[src/rtl/core/prm_pkg.sv]
// Package for the priority region map table: sizes, codes and shared types.
// Depends on nothing; every other file of the block uses it.

package prm_pkg;

    // Table depth and derived widths.
    localparam int MAX_MAPS = 16;
    localparam int IDX_W    = $clog2(MAX_MAPS);
    localparam int CNT_W    = $clog2(MAX_MAPS + 1);
    localparam int ID_W     = CNT_W;

    // Command codes.
    localparam logic [2:0] CMD_ADD    = 3'd0;
    localparam logic [2:0] CMD_DELETE = 3'd1;
    localparam logic [2:0] CMD_TOP    = 3'd2;
    localparam logic [2:0] CMD_BOTTOM = 3'd3;
    localparam logic [2:0] CMD_VLOOK  = 3'd4;
    localparam logic [2:0] CMD_PLOOK  = 3'd5;

    // Status codes.
    localparam logic [1:0] ST_OK   = 2'd0;
    localparam logic [1:0] ST_MISS = 2'd1;
    localparam logic [1:0] ST_FULL = 2'd2;
    localparam logic [1:0] ST_WRAP = 2'd3;

    typedef struct packed {
        logic [2:0]  cmd;
        logic [4:0]  map_id;
        logic [15:0] fd;
        logic [2:0]  perm;
        logic [63:0] delta;
        logic [63:0] addr;
        logic [63:0] size;
        logic [63:0] phys_addr;
    } req_t;

    typedef struct packed {
        logic [1:0]  status;
        logic [4:0]  map_id_res;
        logic [15:0] fd_res;
        logic [2:0]  perm_res;
        logic [63:0] map_base;
        logic [63:0] map_size;
        logic [63:0] delta_res;
    } rsp_t;

    typedef struct packed {
        logic [ID_W-1:0] id;
        logic [15:0]     fd;
        logic [2:0]      perm;
        logic [63:0]     base;
        logic [63:0]     size;
        logic [63:0]     delta;
    } entry_t;

    // Commands from the controller to the datapath.
    typedef struct packed {
        logic cap;
        logic eval;
        logic step;
        logic place;
        logic load_out;
    } ctl_cmd_t;

    // Status from the datapath to the controller.
    typedef struct packed {
        logic move_hit;
        logic shift_done;
    } ctl_sts_t;

    // Builds a hit result from a table entry.
    function automatic rsp_t report(input entry_t e);
        rsp_t r;
        r.status     = ST_OK;
        r.map_id_res = 5'(e.id);
        r.fd_res     = e.fd;
        r.perm_res   = e.perm;
        r.map_base   = e.base;
        r.map_size   = e.size;
        r.delta_res  = e.delta;
        return r;
    endfunction

endpackage

[src/rtl/core/prm_ctrl.sv]
// Controller state machine of the region table: sequences capture, evaluation,
// slot shifting, placement and result hand-off. Depends on prm_pkg.

module prm_ctrl
(
    input  logic              clk,
    input  logic              rst_n,
    input  logic              req_valid,
    output logic              req_ready,
    output logic              rsp_valid,
    input  logic              rsp_ready,
    output prm_pkg::ctl_cmd_t cmd,
    input  prm_pkg::ctl_sts_t sts
);

    typedef enum logic [4:0] {
        S_IDLE   = 5'b00001,
        S_EVAL   = 5'b00010,
        S_SHIFT  = 5'b00100,
        S_PLACE  = 5'b01000,
        S_FINISH = 5'b10000
    } state_t;

    state_t state_reg, state_next;
    logic   out_valid_reg, out_valid_next;
    logic   out_free;

    // The output register may be loaded when empty or when its transfer completes.
    assign out_free  = !out_valid_reg || rsp_ready;
    assign req_ready = (state_reg == S_IDLE);
    assign rsp_valid = out_valid_reg;

    // Next state and command decode.
    always_comb
    begin
        state_next = state_reg;
        cmd        = '0;
        case (state_reg)
            S_IDLE:
            begin
                if (req_valid)
                begin
                    cmd.cap    = 1'b1;
                    state_next = S_EVAL;
                end
            end
            S_EVAL:
            begin
                cmd.eval   = 1'b1;
                state_next = sts.move_hit ? S_SHIFT : S_FINISH;
            end
            S_SHIFT:
            begin
                if (sts.shift_done)
                begin
                    state_next = S_PLACE;
                end
                else
                begin
                    cmd.step = 1'b1;
                end
            end
            S_PLACE:
            begin
                cmd.place  = 1'b1;
                state_next = S_FINISH;
            end
            S_FINISH:
            begin
                if (out_free)
                begin
                    cmd.load_out = 1'b1;
                    state_next   = S_IDLE;
                end
            end
            default:
            begin
                state_next = S_IDLE;
            end
        endcase
    end

    // Output valid flag.
    always_comb
    begin
        out_valid_next = out_valid_reg;
        if (cmd.load_out)
        begin
            out_valid_next = 1'b1;
        end
        else if (rsp_ready)
        begin
            out_valid_next = 1'b0;
        end
    end

    always_ff @(posedge clk or negedge rst_n)
    begin
        if (!rst_n)
        begin
            state_reg     <= S_IDLE;
            out_valid_reg <= 1'b0;
        end
        else
        begin
            state_reg     <= state_next;
            out_valid_reg <= out_valid_next;
        end
    end

`ifndef SYNTHESIS
    // Evaluation lasts exactly one cycle.
    assert property (@(posedge clk) disable iff (!rst_n)
        state_reg == S_EVAL |=> state_reg != S_EVAL)
        else $error("evaluation held for more than one cycle");

    // A result is never loaded over one that is still waiting.
    assert property (@(posedge clk) disable iff (!rst_n)
        cmd.load_out |-> (!out_valid_reg || rsp_ready))
        else $error("result register overwritten");

    // A shift step is only issued while slots remain to be moved.
    assert property (@(posedge clk) disable iff (!rst_n)
        cmd.step |-> !sts.shift_done)
        else $error("shift step past the end");
`endif

endmodule

[config.mk]
export PLATFORM = sky130hd
export DESIGN_NAME = prm_ctrl
export DESIGN_NICKNAME = d
export VERILOG_FILES = /design/src/rtl/core/prm_pkg.sv /design/src/rtl/core/prm_ctrl.sv
export SDC_FILE = /design/constraint.sdc
export NUM_CORES = 1
export LEC_CHECK = 0
export BUFFER_PORTS_ARGS = -buffer_cell sky130_fd_sc_hd__buf_2
export CAP_MARGIN = 20
export CORE_AREA = 5 5 42 44
export CTS_CLUSTER_SIZE = 10
export DETAILED_ROUTE_END_ITERATION = 6
export DIE_AREA = 0 0 47 49
export HOLD_SLACK_MARGIN = 0.03
export SLEW_MARGIN = 20
export SYNTH_ARGS = -nofsm -noshare
export SYNTH_HDL_FRONTEND = slang
export SYNTH_SLANG_ARGS = --single-unit
[constraint.sdc]
create_clock -name clk -period 2.05 [get_ports clk]
set_input_delay 0.205 -clock clk [delete_from_list [all_inputs] [get_ports clk]]
set_output_delay 0.205 -clock clk [all_outputs]
set_load 0.02 [all_outputs]
# Word-level counts from Yosys, hierarchy flattened
# Cells that the tools add are included.
# word_totals
word_cells	29
output_inout_bits	7
reg_bits	6
# classes
mux	15
eq_ne	8
n_reduce_logical	4
# ops
operator	n
case mux 5 bit (5 select lines)	1
two-way mux 5 bit	4
two-way mux 1 bit	10
!= test 2 bit, second input constant	3
== test 5 x 1 -> 1 bit, second input constant	1
== test 5 x 2 -> 1 bit, second input constant	1
== test 5 x 3 -> 1 bit, second input constant	1
== test 5 x 4 -> 1 bit, second input constant	1
== test 5 bit, second input constant	1
AND reduction 3 bit	1
nonzero test 2 bit	1
zero test 1 bit	1
logical OR 1 bit	1

# Longest topological paths before layout
# Gate-level depths: netlist (run 1).
# logic_depth
depth_word	5
mapped_depth	4
depth_no_buf	3

# Worst setup path after synthesis (run 1)
# OpenSTA, ideal clock, no wires.
# synth_path
kind	register -> output
startpoint	register state_reg[4]
endpoint	output cmd[3] in the netlist's numbering
slack_ns	0.642
n_path_buf	0
required_ns	1.845
path_stages_with_launch	3
arrival_time_ns	1.203
cell_sequence	dfrtp_1 or3_2 nor2b_1
# synth_rtl
item	line	text
start, declared	prm_ctrl.sv:24	state_t state_reg, state_next;
start signal, assigned	prm_ctrl.sv:106	state_reg <= state_next;
end, declared	prm_ctrl.sv:12	output prm_pkg::ctl_cmd_t cmd,

==> results of run 1 <==
-- per-layer routing --
layer | share of wire | up-vias | GRT usage
met4 | 0 | 0 | 0.0138
met5 | 0 | - | 0
met1 | 0.44 | 154 | 0.0917
met3 | 0.11 | 0 | 0.0664
li1 | - | 172 | -
met2 | 0.45 | 14 | 0.109
-- worst max-delay path, delay by kind of cell (launching register included) --
kind | cells | cell delay (ps)
buf+inv | 1 | 160
flops | 1 | 450
simple gates | 2 | 570
-- cell usage in the layout, fill, tap and decap left out, types with 2 or more instances in the layout --
cell type / synthesis / layout
buf_2: 0 / 12
nor2_1: 11 / 11
dfrtp_1: 5 / 5
nor2b_1: 3 / 3
clkbuf_4: 0 / 3
nand3_1: 2 / 2
and2_1: 2 / 2
-- Yosys cell counts (all sizes together) --
master / n / area (µm²)
a21oi: 1 / 5.00
and2: 2 / 12.5
and2b: 1 / 8.76
and3: 2 / 13.8
and3b: 1 / 8.76
buf: 1 / 7.51
dfrtp: 5 / 125
dfstp: 1 / 26.3
inv: 1 / 3.75
mux2i: 1 / 10.0
nand2: 1 / 3.75
nand2b: 1 / 6.26
nand3: 2 / 10.0
nor2: 11 / 41.3
nor2b: 3 / 18.8
nor3b: 1 / 7.51
o21ai: 1 / 5.00
o221a: 1 / 11.3
o22ai: 1 / 6.26
o311ai: 1 / 16.3
or3: 2 / 13.8
-- final cells by class --
cell class / instances / area, µm² / share of cell area
well taps: 16 / 20.0 / 0.0426
multi-input cells: 33 / 199 / 0.423
clock buffers: 4 / 26.3 / 0.0559
repair buffers: 13 / 70.1 / 0.149
inverters: 1 / 3.75 / 0.00798
flip-flops and latches: 6 / 151 / 0.322
-- what timing repair did --
item,in CTS,in global routing
endpoints found under the setup margin,0,0
hold buffers,1,0
hold endpoints to repair,6,0
-- power groups by stage --
stage / Clock [mW] / Sequential [mW] / Combinational, mW
finish: 0.123 / 0.186 / 0.209
global route: 0.139 / 0.190 / 0.234
CTS: 0.126 / 0.186 / 0.211
detailed placement: 0 / 0.188 / 0.209
global placement: 0 / 0.188 / 0.207
floorplan: 0 / 0.179 / 0.158
-- worst min path at each step --
stage	start	end	slack, ps	cells after the start
2_1_floorplan	rst_n	rsp_valid	-90	0
3_3_place_gp	rst_n	state_reg[3]	40	1
3_5_place_dp	rst_n	state_reg[1]	40	1
4_1_cts	sts[0]	state_reg[3]	180	3
5_1_grt	sts[0]	state_reg[3]	180	3
6_report	sts[0]	state_reg[3]	180	3
-- stage by stage --
stage	hold slack, ps	area, µm²
5_1_grt	180	470
2_1_floorplan	-90.6	362
6_report	178	470
3_3_place_gp	36.3	434
4_1_cts	177	470
3_5_place_dp	39.8	434
-- kinds of logic (layout without fill, tap and decap cells) --
logic type | after synthesis | in the layout | share of synthesized area
buf+inv | 2 | 18 | 0.0311
simple gates | 27 | 27 | 0.401
mux | 1 | 1 | 0.0277
compound gates | 5 | 5 | 0.121
flops | 6 | 6 | 0.419
==> results.py, run 1 <==
metrics = {
    "power": {
        "power_density_mw_per_mm2": 1100,
        "ir_drop_v": 0.000467,
        "power.share.sequential": 0.359,
        "power_mw": 0.518,
        "leakage_nw": 0.235,
        "p_int_mw": 0.322,
        "comb_power_share": 0.404,
        "p_sw_mw": 0.197,
        "clockPowerShare": 0.237,
        "netSwitchingFraction": 0.379,
    },
    "sta": {
        "setup_viol": 0,
        "hold_violations": 0,
        "post-route-min-period_ps": 1650,
        "setup_ws_ps": 399,
        "tightest_slew_ps": 297,
        "drv_slew": 0,
        "relSlewSlack": 0.802,
        "max_freq_mhz": 606,
        "fin_tns_setup_ps": 0,
        "clock_skew_ps": 7.39,
        "fin_crit_sh": 0.805,
        "rsz0062_at_grt": "no",
    },
    "setup_path": {
        "slowest_delay_ps": 460,
        "startpoint_type": "flip-flop",
        "criticalPathCategory": "flip-flop to primary output",
        "r2r_start": "state_reg[0]",
        "path_cells": "or3_2, nor2b_1, buf_2",
        "reg2reg_depth": 3,
        "critPathMaxFanout": 9,
        "arrival_ps": 1450,
        "rrSetupSlack_ps": 740,
        "cp-startpoint": "state_reg[3]",
        "crit_slowest_cell": "or3_2",
        "crit_path_end": "cmd[3]",
        "rr_endpoint": "state_reg[0]",
        "cp-end-kind": "primary output",
        "crit_required_ps": 1850,
    },
    "cts": {
        "clock-sinks": 6,
        "path_clk_slew_ps": 50,
        "cts_tree": "built",
        "h-tree-depth": 1,
        "post-cts-setup-buffers": 0,
        "clkLatencyLatePin_ps": 250,
        "cts-root-buf": "clkbuf_4",
        "numCtsBuffers": 3,
        "cts_buffer_depth": 2,
        "post_cts_resized": 0,
    },
    "global_routing": {
        "overflow": 0,
        "grt_pass1_vias": 298,
        "grt_max_degree": 10,
        "grt_use_total": 0.0779,
        "antenna_found_initial": 0,
        "grt_first_pass_wirelength_mm": 1.26,
    },
    "synthesis": {
        "synth.avg_cell_area_um2": 8.82,
        "synth_cells": 41,
        "seq_area_frac_synth": 0.419,
        "ys_ff_latch": 6,
        "synth.net_count": 47,
        "syn_area_um2": 362,
        "synth_cell_types": 23,
        "yosys_warnings": 0,
    },
    "drt": {
        "vias": 340,
        "detail-route-antenna-nets": 0,
        "drt-initial-drc-count": 5,
        "via_per_inst": 4.66,
        "drc_errors": 0,
        "finalWirelength_um": 801,
        "wl_per_cell_um": 11.0,
        "first_pass_iters": 3,
    },
    "status": {
        "status": "complete, no violations",
    },
    "final_layout": {
        "final.fill_count": 150,
        "utilization": 0.336,
        "largest_reg_flops": 5,
        "drive_above_1_share": 0.351,
        "area_delta_synth_final_pct": 30.1,
        "diodes": 0,
        "layoutNonFillerInstCount": 73,
        "layout.nets": 64,
    },
    "floorplan": {
        "die_w_um": 47,
        "ios": 13,
        "initial_utilization": 0.258,
        "coreArea_mm2": 0.00140,
        "dieHeight_um": 49,
        "num_rows": 14,
        "die_area_mm2": 0.00230,
    },
    "placement": {
        "place_inst": 68,
        "place_congestion": 0.772,
        "port_buffers": 12,
        "post-place-ws_ps": 671,
        "hpwl_um": 638,
    },
    "worst_hold_path": {
        "min_path_type": "input pin to flip-flop",
    },
    "job": {
        "cap_violations": 0,
    },
}
Power figures use the tool's default switching activity.
==> run 2: changes to the inputs <==
clock period = 1.4 ns   (was 2.05 ns; I/O delays follow)
==> run 2 against run 1 <==
The flow now finishes with violations (negative setup slack); clock power is 44% higher; worst hold slack worse by 66 ps; critical path depth is 2 higher; sequential power is 48% higher; via count is 5.0% higher; clock skew is 0.83 ps higher; count of clock-buffer cells in the layout stayed put; first-iteration DRC count is 20% higher; design area is 19% higher; core utilization is 6.4 points higher; wire length is 10% higher; critical path type unchanged.
==> results.py, run 2 (same netlist as run 1, synthesis figures left out) <==
metrics = {
    "status": {
        "status": "finished, violations left",
        "violations": "negative setup slack",
    },
    "global_routing": {
        "grt_pass1_vias": 340,
        "grt_first_pass_wirelength_mm": 1.38,
        "grt_max_degree": 10,
        "antenna_found_initial": 0,
        "grt_use_total": 0.0850,
        "overflow": 0,
    },
    "sta": {
        "drv_slew": 0,
        "hold_violations": 0,
        "post-route-min-period_ps": 1460,
        "relSlewSlack": 0.813,
        "fin_crit_sh": 1.04,
        "rsz0062_at_grt": "yes",
        "max_freq_mhz": 685,
        "clock_skew_ps": 8.23,
        "setup_ws_ps": -58.9,
        "tightest_slew_ps": 280,
        "setup_viol": 5,
    },
    "final_layout": {
        "multi_input_area_um2": 228,
        "regArea_um2": 151,
        "final_cell_mix": "nor2_1, buf_2, buf_4, dfrtp_1",
        "drive_above_1_share": 0.500,
        "final.fill_count": 147,
        "layout.nets": 69,
        "final_common_cell": "nor2_1",
        "diodes": 0,
        "area_delta_synth_final_pct": 55.0,
        "largest_reg_flops": 5,
    },
    "power": {
        "leakage_nw": 0.270,
        "ir_drop_v": 0.000790,
        "power_density_mw_per_mm2": 1610,
        "p_sw_mw": 0.321,
        "power.share.sequential": 0.304,
        "p_int_mw": 0.584,
        "power_mw": 0.905,
        "comb_power_share": 0.501,
        "netSwitchingFraction": 0.354,
        "clockPowerShare": 0.195,
    },
    "worst_hold_path": {
        "worstHoldEndpoint": "state_reg[3]",
        "hp-start": "sts[0]",
        "worstHoldPathCells": 3,
        "min_path_type": "input pin to flip-flop",
    },
    "cts": {
        "clkLatencyLatePin_ps": 250,
        "path_clk_slew_ps": 50,
        "cts-root-buf": "clkbuf_4",
        "h-tree-depth": 1,
        "clock-sinks": 6,
        "numCtsBuffers": 3,
        "cts_tree": "built",
        "cts_buffer_depth": 2,
    },
    "floorplan": {
        "coreArea_mm2": 0.00140,
        "dieHeight_um": 49,
        "die_area_mm2": 0.00230,
        "initial_utilization": 0.258,
        "die_w_um": 47,
        "ios": 13,
        "num_rows": 14,
    },
    "setup_path": {
        "criticalPathCategory": "flip-flop to primary output",
        "crit_slowest_cell": "dfrtp_1",
        "rr_endpoint": "state_reg[0]",
        "crit_required_ps": 1260,
        "arrival_ps": 1320,
        "critPathMaxFanout": 5,
        "r2r_start": "state_reg[3]",
        "startpoint_type": "flip-flop",
        "cpMostUsedCell": "buf_6",
        "rrSetupSlack_ps": 30,
        "cp-end-kind": "primary output",
        "reg2reg_depth": 5,
        "slowest_delay_ps": 420,
        "path_cells": "buf_6, nor2_4, and3_4, and2_4, buf_6",
    },
    "drt": {
        "vias": 357,
        "via_per_inst": 4.58,
        "drc_errors": 0,
        "wl_per_cell_um": 11.3,
        "first_pass_iters": 4,
        "detail-route-antenna-nets": 0,
        "drt-initial-drc-count": 6,
        "finalWirelength_um": 882,
    },
    "placement": {
        "place_congestion": 0.758,
        "post-place-ws_ps": 105,
        "port_buffers": 12,
        "hpwl_um": 633,
    },
    "job": {
        "cap_violations": 0,
    },
}
==> run 2: critical path: cells and delay by family (launching register included) <==
family / cells / cell delay (ps)
buffers and inverters: 2 / 250
flip-flops: 1 / 420
AND/OR/NAND/NOR: 3 / 390
==> run 2: metal layers <==
layer  track usage  wire, µm
met1         0.107       396
met2         0.111       406
met3        0.0627        79
met4        0.0276         0
met5             0         0
==> run 2: area by class of cell <==
| cell class | instances | area share |
|---|---|---|
| clock buffers | 4 | 0.0469 |
| flip-flops and latches | 6 | 0.270 |
| inverters | 1 | 0.00670 |
| multi-input cells | 33 | 0.406 |
| repair buffers | 18 | 0.234 |
| well taps | 16 | 0.0357 |
==> run 2: repair_timing <==
item	CTS	global route
endpoints found under the setup margin	6	7
endpoints found under the hold margin	6	0
hold buffers	1	0
resized for setup	13	3
pin swaps	4	0
setup buffers	2	1
==> run 2: worst max-delay path by stage <==
stage / from / to / slack [ps]
CTS: state_reg[3] / cmd[4] / -60
global placement: state_reg[0] / cmd[3] / 120
global route: state_reg[4] / cmd[4] / -120
floorplan: state_reg[4] / cmd[3] / 60
detailed placement: state_reg[0] / cmd[3] / 100
finish: state_reg[3] / cmd[4] / -60
==> run 2: power by group through the flow <==
stage	clock network, mW	logic [mW]	registers, mW
after floorplan	0	0.231	0.262
after global placement	0	0.314	0.267
after detailed placement	0	0.318	0.271
after CTS	0.181	0.394	0.274
after global routing	0.203	0.491	0.281
final	0.177	0.453	0.275
==> run 2: metrics by stage <==
stage	instance area (µm²)	setup TNS, ps	hold slack, ps	instances	utilization
6_report	561	-125	112	78	0.400
5_1_grt	561	-550	122	78	0.400
4_1_cts	544	-141	106	77	0.388
3_5_place_dp	449	0	-30.9	70	0.321
3_3_place_gp	449	0	-28.8	70	0.321
2_1_floorplan	362	0	-156	41	-
